--- src/design/spt_pkg.sv ---
// ----------------------------------------------------------------------------
// spt_pkg: shared types and constants of the sparse polynomial term table
// sizes of the term table, operation codes, register map and the types that
// pass between the sequencer and the shared arithmetic unit
// ----------------------------------------------------------------------------
package spt_pkg;

  localparam int MAX_TERMS = 16;
  localparam int IDX_W     = (MAX_TERMS > 1) ? $clog2(MAX_TERMS) : 1;
  localparam int CNT_W     = $clog2(MAX_TERMS + 1);
  localparam int COEF_W    = 32;
  localparam int EXP_W     = 16;
  localparam int WORD_W    = COEF_W + EXP_W;
  localparam int PADDR_W   = 3;
  localparam int PDATA_W   = 32;

  localparam logic [CNT_W-1:0] CNT_ONE = CNT_W'(1);
  localparam logic [CNT_W-1:0] CNT_MAX = CNT_W'(MAX_TERMS);

  // operation codes
  localparam logic [1:0] OP_ADD  = 2'd0;
  localparam logic [1:0] OP_SUB  = 2'd1;
  localparam logic [1:0] OP_MUL  = 2'd2;
  localparam logic [1:0] OP_READ = 2'd3;

  // register index as seen in paddr[2]
  localparam logic REG_ASCENDING = 1'b0;

  typedef enum logic [1:0] {
    ALU_ADD,
    ALU_MUL,
    ALU_CMP,
    ALU_MAG
  } alu_op_e;

  typedef struct packed {
    alu_op_e             op;
    logic [COEF_W-1:0]   a;
    logic [COEF_W-1:0]   b;
  } alu_req_t;

  typedef struct packed {
    logic [COEF_W-1:0]   value;
    logic                zero;
    logic                lt;
    logic                eq;
    logic                gt;
    logic                fits;
  } alu_rsp_t;

  typedef struct packed {
    logic [COEF_W-1:0]   coef;
    logic [EXP_W-1:0]    expo;
  } term_t;

endpackage

--- src/design/spt_ram.sv ---
// ----------------------------------------------------------------------------
// spt_ram: generic single write, single read memory
// one write port and one read port with registered read data
// ----------------------------------------------------------------------------
module spt_ram #(
  parameter int DEPTH = 16,
  parameter int WIDTH = 48,
  parameter int AW    = (DEPTH > 1) ? $clog2(DEPTH) : 1
) (
  input  logic             clk_i,
  input  logic             we_i,
  input  logic [AW-1:0]    waddr_i,
  input  logic [WIDTH-1:0] wdata_i,
  input  logic             re_i,
  input  logic [AW-1:0]    raddr_i,
  output logic [WIDTH-1:0] rdata_o
);

  logic [WIDTH-1:0] mem_q [DEPTH];
  logic [WIDTH-1:0] rdata_q;

  always_ff @(posedge clk_i) begin
    if (we_i) begin
      mem_q[waddr_i] <= wdata_i;
    end
  end

  always_ff @(posedge clk_i) begin
    if (re_i) begin
      rdata_q <= mem_q[raddr_i];
    end
  end

  assign rdata_o = rdata_q;

endmodule

--- src/design/spt_alu.sv ---
// ----------------------------------------------------------------------------
// spt_alu: shared arithmetic unit of the term table
// add, low-half multiply, signed compare and magnitude compare, one request
// per cycle with the response registered
// ----------------------------------------------------------------------------
module spt_alu (
  input  logic              clk_i,
  input  spt_pkg::alu_req_t req_i,
  output spt_pkg::alu_rsp_t rsp_o
);
  import spt_pkg::*;

  logic [COEF_W-1:0]   product;
  logic [COEF_W-1:0]   mag_a;
  logic [COEF_W-1:0]   mag_b;
  alu_rsp_t            rsp_d;
  alu_rsp_t            rsp_q;

  assign product = req_i.a * req_i.b;
  assign mag_a   = req_i.a[COEF_W-1] ? (~req_i.a + 1'b1) : req_i.a;
  assign mag_b   = req_i.b[COEF_W-1] ? (~req_i.b + 1'b1) : req_i.b;

  always_comb begin
    rsp_d = '0;
    case (req_i.op)
      ALU_ADD: begin
        rsp_d.value = req_i.a + req_i.b;
      end
      ALU_MUL: begin
        rsp_d.value = product;
      end
      ALU_CMP: begin
        rsp_d.lt = $signed(req_i.a) < $signed(req_i.b);
        rsp_d.eq = req_i.a == req_i.b;
      end
      ALU_MAG: begin
        rsp_d.gt = mag_a > mag_b;
      end
      default: begin
        rsp_d.value = '0;
      end
    endcase
    rsp_d.zero = rsp_d.value == '0;
    // result fits a 16-bit exponent
    rsp_d.fits = (&rsp_d.value[COEF_W-1:EXP_W-1]) | ~(|rsp_d.value[COEF_W-1:EXP_W-1]);
  end

  always_ff @(posedge clk_i) begin
    rsp_q <= rsp_d;
  end

  assign rsp_o = rsp_q;

endmodule

--- src/design/sparse_polynomial_term_table_unit.sv ---
// ----------------------------------------------------------------------------
// sparse_polynomial_term_table_unit: sparse polynomial term table
// holds up to MAX_TERMS nonzero terms sorted by exponent; adds, subtracts,
// multiplies by a term and reads out all terms under a small sequencer
//
//   channel  direction  handshake               payload
//   in       sink       in_valid_i/in_stall_o   opcode, coefficient, exponent
//   out      source     out_valid_o/out_stall_i term, degree, count, flags
//   cfg      sink       apb psel/penable        ascending_order at 0x0
//
// one table entry is visited per memory read: searches, range checks, multiply
// and degree scans pass each entry through read, shared unit and act; shifts and
// read-out through read and write or output; an order change reads and writes
// back each swapped pair, then rescans the degree; the pace is set by the single
// read port of the term memory and the registered shared unit
// reset clears the term count, degree and order; the memory is not cleared
// in_stall_o is high while an item or a re-ordering is in progress;
// out_stall_i holds the sequencer at its next beat
// ----------------------------------------------------------------------------
module sparse_polynomial_term_table_unit (
  input  logic                            clk_i,
  input  logic                            rst_ni,
  input  logic                            in_valid_i,
  output logic                            in_stall_o,
  input  logic [1:0]                      opcode_i,
  input  logic signed [31:0]              term_coefficient_i,
  input  logic signed [15:0]              term_exponent_i,
  output logic                            out_valid_o,
  input  logic                            out_stall_i,
  output logic signed [31:0]              out_coefficient_o,
  output logic signed [15:0]              out_exponent_o,
  output logic signed [15:0]              poly_degree_o,
  output logic [4:0]                      term_count_o,
  output logic                            overflow_o,
  output logic                            last_o,
  input  logic                            psel,
  input  logic                            penable,
  input  logic                            pwrite,
  input  logic [spt_pkg::PADDR_W-1:0]     paddr,
  input  logic [spt_pkg::PDATA_W-1:0]     pwdata,
  output logic [spt_pkg::PDATA_W-1:0]     prdata,
  output logic                            pready
);
  import spt_pkg::*;

  localparam logic [3:0] S_IDLE  = 4'd0;
  localparam logic [3:0] S_RD    = 4'd1;
  localparam logic [3:0] S_EX    = 4'd2;
  localparam logic [3:0] S_ACT   = 4'd3;
  localparam logic [3:0] S_MRG   = 4'd4;
  localparam logic [3:0] S_MRGWB = 4'd5;
  localparam logic [3:0] S_INS   = 4'd6;
  localparam logic [3:0] S_EMIT  = 4'd7;
  localparam logic [3:0] S_RV_WA = 4'd8;
  localparam logic [3:0] S_RV_WB = 4'd9;

  localparam logic [2:0] P_SRCH = 3'd0;
  localparam logic [2:0] P_RNG  = 3'd1;
  localparam logic [2:0] P_MUL  = 3'd2;
  localparam logic [2:0] P_DEG  = 3'd3;
  localparam logic [2:0] P_OUT  = 3'd4;
  localparam logic [2:0] P_SHUP = 3'd5;
  localparam logic [2:0] P_SHDN = 3'd6;
  localparam logic [2:0] P_REV  = 3'd7;

  logic [3:0]        state_q, state_d;
  logic [2:0]        pass_q, pass_d;
  logic [CNT_W-1:0]  idx_q, idx_d;
  logic [CNT_W-1:0]  aux_q, aux_d;
  logic [CNT_W-1:0]  n_q, n_d;
  logic [EXP_W-1:0]  deg_q, deg_d;
  logic              asc_q, asc_d;
  logic              phys_q, phys_d;
  logic              cfg_run_q, cfg_run_d;
  logic              ovf_q, ovf_d;
  logic [COEF_W-1:0] op_coef_q, op_coef_d;
  logic [EXP_W-1:0]  op_exp_q, op_exp_d;
  term_t             tmp_q, tmp_d;

  logic              out_valid_q, out_valid_d;
  logic [COEF_W-1:0] out_coef_q;
  logic [EXP_W-1:0]  out_exp_q;
  logic [EXP_W-1:0]  out_deg_q;
  logic [CNT_W-1:0]  out_cnt_q;
  logic              out_ovf_q;
  logic              out_last_q;

  logic              out_load;
  logic [COEF_W-1:0] beat_coef;
  logic [EXP_W-1:0]  beat_exp;
  logic              beat_last;
  logic              slot_free;

  logic              mem_we;
  logic [IDX_W-1:0]  mem_waddr;
  term_t             mem_wdata;
  logic              mem_re;
  logic [IDX_W-1:0]  mem_raddr;
  term_t             rd;

  alu_req_t          alu_req;
  alu_rsp_t          alu_rsp;

  logic              accept;
  logic              cfg_we;
  logic              deg_start;
  logic              ins_start;
  logic [CNT_W-1:0]  ins_pos;
  logic              goes_first;
  logic [CNT_W-1:0]  idx_inc, idx_dec, aux_inc, aux_dec;
  logic [COEF_W-1:0] in_coef;

  spt_ram #(
    .DEPTH (MAX_TERMS),
    .WIDTH (WORD_W)
  ) u_ram (
    .clk_i   (clk_i),
    .we_i    (mem_we),
    .waddr_i (mem_waddr),
    .wdata_i (mem_wdata),
    .re_i    (mem_re),
    .raddr_i (mem_raddr),
    .rdata_o (rd)
  );

  spt_alu u_alu (
    .clk_i (clk_i),
    .req_i (alu_req),
    .rsp_o (alu_rsp)
  );

  // configuration port
  assign pready = 1'b1;
  assign cfg_we = psel & penable & pwrite & (paddr[PADDR_W-1] == REG_ASCENDING);
  assign prdata = (paddr[PADDR_W-1] == REG_ASCENDING) ?
                  {{(PDATA_W-1){1'b0}}, asc_q} : '0;

  assign in_stall_o = !((state_q == S_IDLE) && (asc_q == phys_q));
  assign accept     = in_valid_i & ~in_stall_o;
  assign slot_free  = ~out_valid_q | ~out_stall_i;

  assign idx_inc = idx_q + CNT_ONE;
  assign idx_dec = idx_q - CNT_ONE;
  assign aux_inc = aux_q + CNT_ONE;
  assign aux_dec = aux_q - CNT_ONE;
  assign in_coef = (opcode_i == OP_SUB) ? (~term_coefficient_i + 1'b1) : term_coefficient_i;
  assign goes_first = phys_q ? alu_rsp.lt : (~alu_rsp.lt & ~alu_rsp.eq);

  always_comb begin
    state_d   = state_q;
    pass_d    = pass_q;
    idx_d     = idx_q;
    aux_d     = aux_q;
    n_d       = n_q;
    deg_d     = deg_q;
    asc_d     = cfg_we ? pwdata[0] : asc_q;
    phys_d    = phys_q;
    cfg_run_d = cfg_run_q;
    ovf_d     = ovf_q;
    op_coef_d = op_coef_q;
    op_exp_d  = op_exp_q;
    tmp_d     = tmp_q;
    mem_we    = 1'b0;
    mem_waddr = idx_q[IDX_W-1:0];
    mem_wdata = rd;
    mem_re    = 1'b0;
    mem_raddr = idx_q[IDX_W-1:0];
    alu_req   = '{op: ALU_ADD, a: '0, b: '0};
    out_load  = 1'b0;
    beat_coef = '0;
    beat_exp  = '0;
    beat_last = 1'b1;
    deg_start = 1'b0;
    ins_start = 1'b0;
    ins_pos   = '0;

    case (state_q)
      S_IDLE: begin
        if (asc_q != phys_q) begin
          phys_d    = asc_q;
          cfg_run_d = 1'b1;
          if (n_q > CNT_ONE) begin
            pass_d  = P_REV;
            idx_d   = '0;
            aux_d   = n_q - CNT_ONE;
            state_d = S_RD;
          end else begin
            deg_start = 1'b1;
          end
        end else if (accept) begin
          cfg_run_d = 1'b0;
          ovf_d     = 1'b0;
          op_coef_d = in_coef;
          op_exp_d  = term_exponent_i;
          idx_d     = '0;
          case (opcode_i)
            OP_ADD, OP_SUB: begin
              if (in_coef == '0) begin
                state_d = S_EMIT;
              end else if (n_q == '0) begin
                ins_start = 1'b1;
              end else begin
                pass_d  = P_SRCH;
                state_d = S_RD;
              end
            end
            OP_MUL: begin
              if (in_coef == '0) begin
                n_d     = '0;
                deg_d   = '0;
                state_d = S_EMIT;
              end else if (n_q == '0) begin
                state_d = S_EMIT;
              end else begin
                pass_d  = P_RNG;
                state_d = S_RD;
              end
            end
            default: begin
              if (n_q == '0) begin
                state_d = S_EMIT;
              end else begin
                pass_d  = P_OUT;
                state_d = S_RD;
              end
            end
          endcase
        end
      end

      S_RD: begin
        mem_re = 1'b1;
        case (pass_q)
          P_SHUP:  mem_raddr = idx_dec[IDX_W-1:0];
          P_SHDN:  mem_raddr = idx_inc[IDX_W-1:0];
          default: mem_raddr = idx_q[IDX_W-1:0];
        endcase
        state_d = S_EX;
      end

      S_EX: begin
        case (pass_q)
          P_SRCH: begin
            alu_req = '{op: ALU_CMP, a: {{(COEF_W-EXP_W){rd.expo[EXP_W-1]}}, rd.expo},
                        b: {{(COEF_W-EXP_W){op_exp_q[EXP_W-1]}}, op_exp_q}};
            state_d = S_ACT;
          end
          P_RNG: begin
            alu_req = '{op: ALU_ADD, a: {{(COEF_W-EXP_W){rd.expo[EXP_W-1]}}, rd.expo},
                        b: {{(COEF_W-EXP_W){op_exp_q[EXP_W-1]}}, op_exp_q}};
            state_d = S_ACT;
          end
          P_MUL: begin
            alu_req = '{op: ALU_MUL, a: rd.coef, b: op_coef_q};
            state_d = S_ACT;
          end
          P_DEG: begin
            alu_req = '{op: ALU_MAG, a: {{(COEF_W-EXP_W){rd.expo[EXP_W-1]}}, rd.expo},
                        b: {{(COEF_W-EXP_W){deg_q[EXP_W-1]}}, deg_q}};
            state_d = S_ACT;
          end
          P_OUT: begin
            if (slot_free) begin
              out_load  = 1'b1;
              beat_coef = rd.coef;
              beat_exp  = rd.expo;
              beat_last = idx_inc == n_q;
              idx_d     = idx_inc;
              state_d   = (idx_inc == n_q) ? S_IDLE : S_RD;
            end
          end
          P_SHUP: begin
            mem_we    = 1'b1;
            mem_waddr = idx_q[IDX_W-1:0];
            mem_wdata = rd;
            idx_d     = idx_dec;
            state_d   = (idx_dec == aux_q) ? S_INS : S_RD;
          end
          P_SHDN: begin
            mem_we    = 1'b1;
            mem_waddr = idx_q[IDX_W-1:0];
            mem_wdata = rd;
            idx_d     = idx_inc;
            if ((idx_inc + CNT_ONE) < n_q) begin
              state_d = S_RD;
            end else begin
              n_d       = n_q - CNT_ONE;
              deg_start = 1'b1;
            end
          end
          default: begin
            // first half of a swap: hold entry i, fetch entry j
            tmp_d     = rd;
            mem_re    = 1'b1;
            mem_raddr = aux_q[IDX_W-1:0];
            state_d   = S_RV_WA;
          end
        endcase
      end

      S_ACT: begin
        case (pass_q)
          P_SRCH: begin
            if (goes_first) begin
              if (idx_inc == n_q) begin
                ins_start = 1'b1;
                ins_pos   = n_q;
              end else begin
                idx_d   = idx_inc;
                state_d = S_RD;
              end
            end else if (alu_rsp.eq) begin
              state_d = S_MRG;
            end else begin
              ins_start = 1'b1;
              ins_pos   = idx_q;
            end
          end
          P_RNG: begin
            if (!alu_rsp.fits) begin
              ovf_d   = 1'b1;
              state_d = S_EMIT;
            end else if (idx_inc == n_q) begin
              pass_d  = P_MUL;
              idx_d   = '0;
              aux_d   = '0;
              state_d = S_RD;
            end else begin
              idx_d   = idx_inc;
              state_d = S_RD;
            end
          end
          P_MUL: begin
            if (!alu_rsp.zero) begin
              mem_we    = 1'b1;
              mem_waddr = aux_q[IDX_W-1:0];
              mem_wdata = '{coef: alu_rsp.value, expo: rd.expo + op_exp_q};
              aux_d     = aux_inc;
            end
            if (idx_inc == n_q) begin
              n_d       = alu_rsp.zero ? aux_q : aux_inc;
              deg_start = 1'b1;
            end else begin
              idx_d   = idx_inc;
              state_d = S_RD;
            end
          end
          default: begin
            if ((n_q == CNT_ONE) || alu_rsp.gt) begin
              deg_d = rd.expo;
            end
            if (idx_inc == n_q) begin
              state_d = cfg_run_q ? S_IDLE : S_EMIT;
            end else begin
              idx_d   = idx_inc;
              state_d = S_RD;
            end
          end
        endcase
      end

      S_MRG: begin
        alu_req = '{op: ALU_ADD, a: rd.coef, b: op_coef_q};
        state_d = S_MRGWB;
      end

      S_MRGWB: begin
        if (alu_rsp.zero) begin
          pass_d = P_SHDN;
          if (idx_inc < n_q) begin
            state_d = S_RD;
          end else begin
            n_d       = n_q - CNT_ONE;
            deg_start = 1'b1;
          end
        end else begin
          mem_we    = 1'b1;
          mem_waddr = idx_q[IDX_W-1:0];
          mem_wdata = '{coef: alu_rsp.value, expo: rd.expo};
          deg_start = 1'b1;
        end
      end

      S_INS: begin
        mem_we    = 1'b1;
        mem_waddr = aux_q[IDX_W-1:0];
        mem_wdata = '{coef: op_coef_q, expo: op_exp_q};
        n_d       = n_q + CNT_ONE;
        deg_start = 1'b1;
      end

      S_EMIT: begin
        if (slot_free) begin
          out_load = 1'b1;
          state_d  = S_IDLE;
        end
      end

      S_RV_WA: begin
        mem_we    = 1'b1;
        mem_waddr = idx_q[IDX_W-1:0];
        mem_wdata = rd;
        state_d   = S_RV_WB;
      end

      S_RV_WB: begin
        mem_we    = 1'b1;
        mem_waddr = aux_q[IDX_W-1:0];
        mem_wdata = tmp_q;
        idx_d     = idx_inc;
        aux_d     = aux_dec;
        if (idx_inc < aux_dec) begin
          state_d = S_RD;
        end else begin
          deg_start = 1'b1;
        end
      end

      default: begin
        state_d = S_IDLE;
      end
    endcase

    // new exponent: open a slot at ins_pos by shifting the tail up, or flag overflow when the table is full
    if (ins_start) begin
      if (n_q == CNT_MAX) begin
        ovf_d   = 1'b1;
        state_d = S_EMIT;
      end else begin
        pass_d  = P_SHUP;
        aux_d   = ins_pos;
        idx_d   = n_q;
        state_d = (n_q == ins_pos) ? S_INS : S_RD;
      end
    end

    // rescan for the degree
    if (deg_start) begin
      deg_d  = '0;
      idx_d  = '0;
      pass_d = P_DEG;
      if (n_d == '0) begin
        state_d = cfg_run_q | cfg_run_d ? S_IDLE : S_EMIT;
      end else begin
        state_d = S_RD;
      end
    end
  end

  assign out_valid_d = out_load | (out_valid_q & out_stall_i);

  always_ff @(posedge clk_i or negedge rst_ni) begin
    if (!rst_ni) begin
      state_q     <= S_IDLE;
      pass_q      <= P_SRCH;
      idx_q       <= '0;
      aux_q       <= '0;
      n_q         <= '0;
      deg_q       <= '0;
      asc_q       <= 1'b0;
      phys_q      <= 1'b0;
      cfg_run_q   <= 1'b0;
      ovf_q       <= 1'b0;
      out_valid_q <= 1'b0;
    end else begin
      state_q     <= state_d;
      pass_q      <= pass_d;
      idx_q       <= idx_d;
      aux_q       <= aux_d;
      n_q         <= n_d;
      deg_q       <= deg_d;
      asc_q       <= asc_d;
      phys_q      <= phys_d;
      cfg_run_q   <= cfg_run_d;
      ovf_q       <= ovf_d;
      out_valid_q <= out_valid_d;
    end
  end

  always_ff @(posedge clk_i) begin
    op_coef_q <= op_coef_d;
    op_exp_q  <= op_exp_d;
    tmp_q     <= tmp_d;
    if (out_load) begin
      out_coef_q <= beat_coef;
      out_exp_q  <= beat_exp;
      out_deg_q  <= deg_q;
      out_cnt_q  <= n_q;
      out_ovf_q  <= (state_q == S_EMIT) ? ovf_q : 1'b0;
      out_last_q <= beat_last;
    end
  end

  assign out_valid_o       = out_valid_q;
  assign out_coefficient_o = out_coef_q;
  assign out_exponent_o    = out_exp_q;
  assign poly_degree_o     = out_deg_q;
  assign term_count_o      = 5'(out_cnt_q);
  assign overflow_o        = out_ovf_q;
  assign last_o            = out_last_q;

endmodule
--- config.mk ---
export PLATFORM = sky130hd
export DESIGN_NAME = sparse_polynomial_term_table_unit
export DESIGN_NICKNAME = d
export VERILOG_FILES = /design/src/design/spt_pkg.sv /design/src/design/spt_ram.sv /design/src/design/spt_alu.sv /design/src/design/sparse_polynomial_term_table_unit.sv
export SDC_FILE = /design/constraint.sdc
export NUM_CORES = 2
export LEC_CHECK = 0
export BUFFER_PORTS_ARGS = -buffer_cell sky130_fd_sc_hd__buf_4
export CAP_MARGIN = 20
export CORE_MARGIN = 1.5
export CORE_UTILIZATION = 25
export DETAILED_ROUTE_END_ITERATION = 7
export SLEW_MARGIN = 20
export SYNTH_ARGS = -nofsm -noshare
export SYNTH_HDL_FRONTEND = slang
export SYNTH_SLANG_ARGS = --single-unit
--- constraint.sdc ---
create_clock -name clk_i -period 24.6 [get_ports clk_i]
set_clock_uncertainty 0.2 [all_clocks]
set_input_delay 2.46 -clock clk_i [delete_from_list [all_inputs] [get_ports clk_i]]
set_output_delay 2.46 -clock clk_i [all_outputs]
set_load 0.02 [all_outputs]
# Yosys cells after proc, flatten, opt, wreduce, memory -nomap -nowiden
# Memories as Yosys holds them, arrays and structs flattened. A register that Yosys moved wholly into a read port is not among the register bits.
# Cells that the tools add are included.
dict set report word_totals {
  reg_bits 247
  mem_bits_rw 768
  in_bits 92
  elab_cells 293
  memories 1
}
# memory depth width rd rd_ports_with_merged_regs write_ports line_no
set memory_table {}
lappend memory_table {u_ram.mem_q 16 48 1 1 1 spt_ram.sv:19} ;# logic [WIDTH-1:0] mem_q [DEPTH];
dict set report op_classes {
  add_sub_neg 12
  n_mul 1
  order_cmp 6
  n_eq_ne 45
  mux 153
  bitwise 21
  reduce_logical 27
}
# cell count
set ops {}
lappend ops {{$pmux 66 s4} 1}
lappend ops {{$pmux 48 s4} 1}
lappend ops {{$mux 5} 33}
lappend ops {{$mux 48} 3}
lappend ops {{$pmux 66 s2} 1}
lappend ops {{$mux 16} 7}
lappend ops {{$add 32x1->32 const B} 3}
lappend ops {{$mux 32} 3}
lappend ops {{$not 32->32} 3}
lappend ops {{$mux 4} 19}
lappend ops {{$mux 3} 25}
lappend ops {{$logic_not 32->1} 2}
lappend ops {{$pmux 32 s2} 1}
lappend ops {{$pmux 4 s10} 1}
lappend ops {{$mux 1} 37}
lappend ops {{$add 32x32->32} 1}
lappend ops {{$eq 32x32->1} 1}
lappend ops {{$gt 32x32->1} 1}
lappend ops {{$lt 32x32->1} 1}
lappend ops {{$mul 32x32->32} 1}
lappend ops {{$pmux 16 s2} 1}
lappend ops {{$pmux 4 s2} 4}
lappend ops {{$pmux 5 s3} 2}
lappend ops {{$pmux 5 s5} 1}
lappend ops {{other kinds (57)} 112}

# Longest topological paths before layout
dict set report logic_depth {
  depth_word 12
  depth_mapped 39
}

# Modules after synthesis
# From an unflattened synthesis, not the netlist that was laid out.
dict set report hier_totals {
  cells_unflattened 5176
  area_unflattened_um2 65201.3
}
# mod n_inst cells_each area_per_inst_um2 seq_area_each_um2
set by_module_without_submodules {}
lappend by_module_without_submodules {spt_ram 1 1242 30171.4 24503.5}
lappend by_module_without_submodules {spt_alu 1 2570 21698.3 740.7}
lappend by_module_without_submodules {sparse_polynomial_term_table_unit 1 1364 13331.5 6090.8}

# Worst setup path before layout
# OpenSTA, ideal clock, no wires.
dict set report synth_path {
  path_kind {register -> register}
  from {reg pass_q[2]}
  to {reg u_alu.rsp_q, in the netlist u_alu.rsp_o[0]}
  arrival_time_ns 9.492
  setup_slack_ns 14.836
  stages_incl_launch_ff 38
  n_path_buf 6
  synth_period_minus_slack_ns 9.764
  path_cell_list {dfrtp_1 -> clkbuf_1 -> nor3b_1 -> a21o_1 -> clkbuf_1 -> buf_2 -> nand2_1 -> o21ai_0 -> clkbuf_1 -> inv_1 -> clkbuf_1 -> buf_1 -> nor2_1 -> fa_1 -> fa_1 -> inv_1 -> fa_1 -> fa_1 -> [... 2 more ...] -> fa_1 -> inv_1 -> fa_1 -> fa_1 -> inv_1 -> ha_1 -> a21o_1 -> a21o_1 -> nand2_1 -> a31oi_1 -> o21a_1 -> o21a_1 -> a31oi_1 -> xor2_1 -> o22ai_1 -> nor4bb_1 -> or4b_2 -> mux2i_1}
}
# element line_no
set synth_rtl {}
lappend synth_rtl {{start: declaration} sparse_polynomial_term_table_unit.sv:67} ;# logic [2:0] pass_q, pass_d;
lappend synth_rtl {{start signal: assignment} sparse_polynomial_term_table_unit.sv:467} ;# pass_q <= pass_d;
lappend synth_rtl {{end signal: assignment} spt_alu.sv:49} ;# rsp_q <= rsp_d;
lappend synth_rtl {{end: declaration} spt_alu.sv:17} ;# alu_rsp_t rsp_q;

==> summary.md <==
| Metric | Value |
|---|---|
| Status | complete, no violations |
| Post-CTS setup buffer count | 0 |
| Largest net degree at the start of global routing | 212 |
| Initial core utilization | 0.251 |
| Met1 Use GR | 0.198 |
| Final min period | 11.89 ns |
| Crit path to | u_alu.rsp_o[4] |
| Vias per std cell | 4.96 |
| Worst r2r path cells | 33 |
| Post-route setup slack | 12.71 ns |
| Clk_lat worst skew | 0.74 ns |
| WL final | 225 mm |
| Period Utilization, post-route | 0.483 |
| VDD IR max | roughly 0.10 mV |
| Crit. End Element | flop |
| Cts hold-fix bufs | 0 |
| Critical Path RT | 24.94 ns |
| Final setup TNS | 0 ns |
| Clock sinks | 1063 |
| Cell Pwr Density | approximately 110 nW/µm² |
| CP startpoint kind | flop |
| Grt ovf | 0 |
| Wire per inst | 23.3 µm |
| Pre-CTS WS | 12.77 ns |
| Initial antenna violation count | 11 |
| Number of synthesized flops with an enable pin | 983 |
| Slowest-stage cell, CP | nor4b_2 |
| Gr busiest metal | met2 |
| Origin of the worst setup path | state_q[2] |
| Pins over their slew limit | 0 |
| CTS Buf Count | 95 |
| Largest cells by area after synthesis | edfxtp_1, fa_1, ha_1 |
| Critical register-to-register path startpoint | state_q[2] |
| Synth Area per Inst | 10.9 µm² |
| Fillers | 27000 |
| Placer's final routability congestion estimate | 0.956 |
| Dpl hpwl | between 150 and 200 mm |
| PortBufs | 132 |
| TritonCTS clock tree | yes |
| Critical Path AT | 12.23 ns |
| Endpoints failing hold | 0 |
| Synth top cells by count | edfxtp_1, nand2_1, inv_1, nor2_1, fa_1 |
| I/O pin cnt | 198 |
| Area Overhead vs Synth | 12.8% |
| Register area share after synthesis | 0.476 |
| Gr usage total | 0.166 |
| Synth unique cells | 90 |
| Max-cap violations | 0 |
| Util after Layout | 0.283 |
| Fmax | 84.1 MHz |
| Vias in the first global route | around 48000 |
| Leakage | 27.1 nW |
| Nets@finish | 6812 |
| Die Span Y | 516 µm |
| Worst-margin pin slew | roughly 1.2 ns |
| Cell Area, Synth | 65900 µm² |
| Root Driver | clkbuf_16 |
| CTS resizes | 0 |
| R2R Path End | u_alu.rsp_o[4] |
| CP Class | flop to flop |
| Yosys warning count | 0 |
| # setup viols final | 0 |
| Synth Instances | 6048 |
| Non-Filler Cell Area, Final | 74300 µm² |
| Top_reg_cell synth | edfxtp_1 |
| Relative slew slack | 0.230 |
| Placed Area | 71100 µm² |
| Top cell by count, worst path | fa_1 |
| Unrepaired setup endpoints after global routing | false |
| Async S/R FF share, synth | 0.0405 |
| H-tree levels | 3 |
| Row cnt | 188 |
| Crit-path max FO | 75 |
| Area leader, netlist | edfxtp_1 |
| Hold crit path type | flop to flop |
| Pre-antenna DRT Iters | 7 |
| CTS clock-pin slew for the worst setup and hold paths | roughly 0.060 ns |
| First-iteration detailed-routing DRC count | 4391 |
| Die Area | 266000 µm² |
| Post-DRT Antenna Nets | 0 |
| CTS Buffer Depth | 3 |
| Final hold slack | 0.345 ns |
| R2R Setup Slk | 12.71 ns |
| GRT met3 Usage | 0.0231 |
| Drc violations | 0 |
| CORE AREA | 262000 µm² |
| Share of layout cells above drive strength 1 | 0.0829 |
| Post-synth top area share | 0.448 |
| Die width | 516 µm |
| First-pass GRT wire length | 327 mm |
| Flops & latches, synth | 1063 |
| CP max stage delay | 0.74 ns |
| Vias | 47900 |
| Met2 Track Usage GR | 0.280 |
| Most numerous cell in the Yosys netlist | edfxtp_1 |
## stage by stage
step / power, W / cells
2_1_floorplan: 0.00514 / 6078
3_3_place_gp: 0.00657 / 9464
3_5_place_dp: 0.00662 / 9464
4_1_cts: 0.00814 / 9639
5_1_grt: 0.00859 / 9648
6_report: 0.00816 / 9653
## critical path: cells and delay by family, from the launching register on
family	cells	cell delay, ns
xor+xnor	1	0.49
flops	1	0.36
fa+ha+maj	10	4.41
simple gates	6	2.24
compound gates	8	1.88
buf+inv	8	2.07
## layout make-up
cell class | instances | area (µm²) | area share
antenna | 13 | 32.5 | 0.000438
clock buffer | 104 | 2430 | 0.0328
clock inverter | 71 | 691 | 0.00930
inverter | 546 | 2050 | 0.0276
multi-input combinational | 4075 | 31300 | 0.421
sequential | 1063 | 31300 | 0.422
tap | 3515 | 4400 | 0.0592
timing repair buffer | 266 | 2030 | 0.0274
## report_power, final
group	internal (W)	switching [W]	total (W)	leakage [nW]
Sequential	0.00250	0.000236	0.00273	9.84
Clock	0.000818	0.000688	0.00151	1.51
Combinational	0.00119	0.00273	0.00392	15.8
Total	0.00451	0.00365	0.00816	27.1
## kinds of logic (layout without fill, tap and decap cells)
logic type / count (synthesis) / after routing / synth area share
AO/OA/AOI/OAI: 1228 / 1228 / 0.129
adder cells (fa/ha/maj): 673 / 673 / 0.175
other: 2 / 45 / 0.000114
flip-flops: 1063 / 1063 / 0.476
AND/OR/NAND/NOR: 1887 / 1887 / 0.130
buffers and inverters: 940 / 987 / 0.0559
multiplexers: 24 / 24 / 0.00378
XOR/XNOR: 231 / 231 / 0.0309
## cells in the final DEF (no fill, tap or decap), types with 61 or more instances in the layout
cell / instances
a311oi_1: 104
a21oi_1: 263
ha_1: 263
xnor2_1: 181
o21ai_0: 116
clkbuf_16: 96
a211oi_1: 257
buf_4: 262
edfxtp_1: 983
nand2_1: 832
nor2_1: 437
fa_1: 410
nor3_1: 61
and2_1: 253
inv_1: 518
a31oi_1: 135
## worst min path at each step
stage,startpoint,to,slack [ns],depth (start not counted)
3_3_place_gp,ovf_q,ovf_q,0.31,2
6_report,ovf_q,ovf_q,0.34,2
2_1_floorplan,n_q[3],term_count_o[3],0.22,0
3_5_place_dp,ovf_q,ovf_q,0.32,2
5_1_grt,deg_q[15],poly_degree_o[15],0.36,0
4_1_cts,ovf_q,ovf_q,0.34,2
## state kept, by name, summed over array words and instances (netlist names), 16 cells and up
| register | count |
|---|---|
| out_exponent_o | 16 |
| u_ram.mem_q | 768 |
| deg_q | 16 |
| op_exp_q | 16 |
| tmp_q | 48 |
| poly_degree_o | 16 |
| op_coef_q | 32 |
| out_coefficient_o | 32 |
| u_alu.rsp_o | 37 |
| u_ram.rdata_o | 48 |
## per-layer routing
| metal | vias to the layer above | share of wire |
|---|---|---|
| li1 | 21200 | - |
| met1 | 24200 | 0.38 |
| met2 | 1938 | 0.48 |
| met3 | 504 | 0.065 |
| met4 | 0 | 0.073 |
| met5 | - | 0 |
Note: power is estimated with default switching activity, not from simulation.
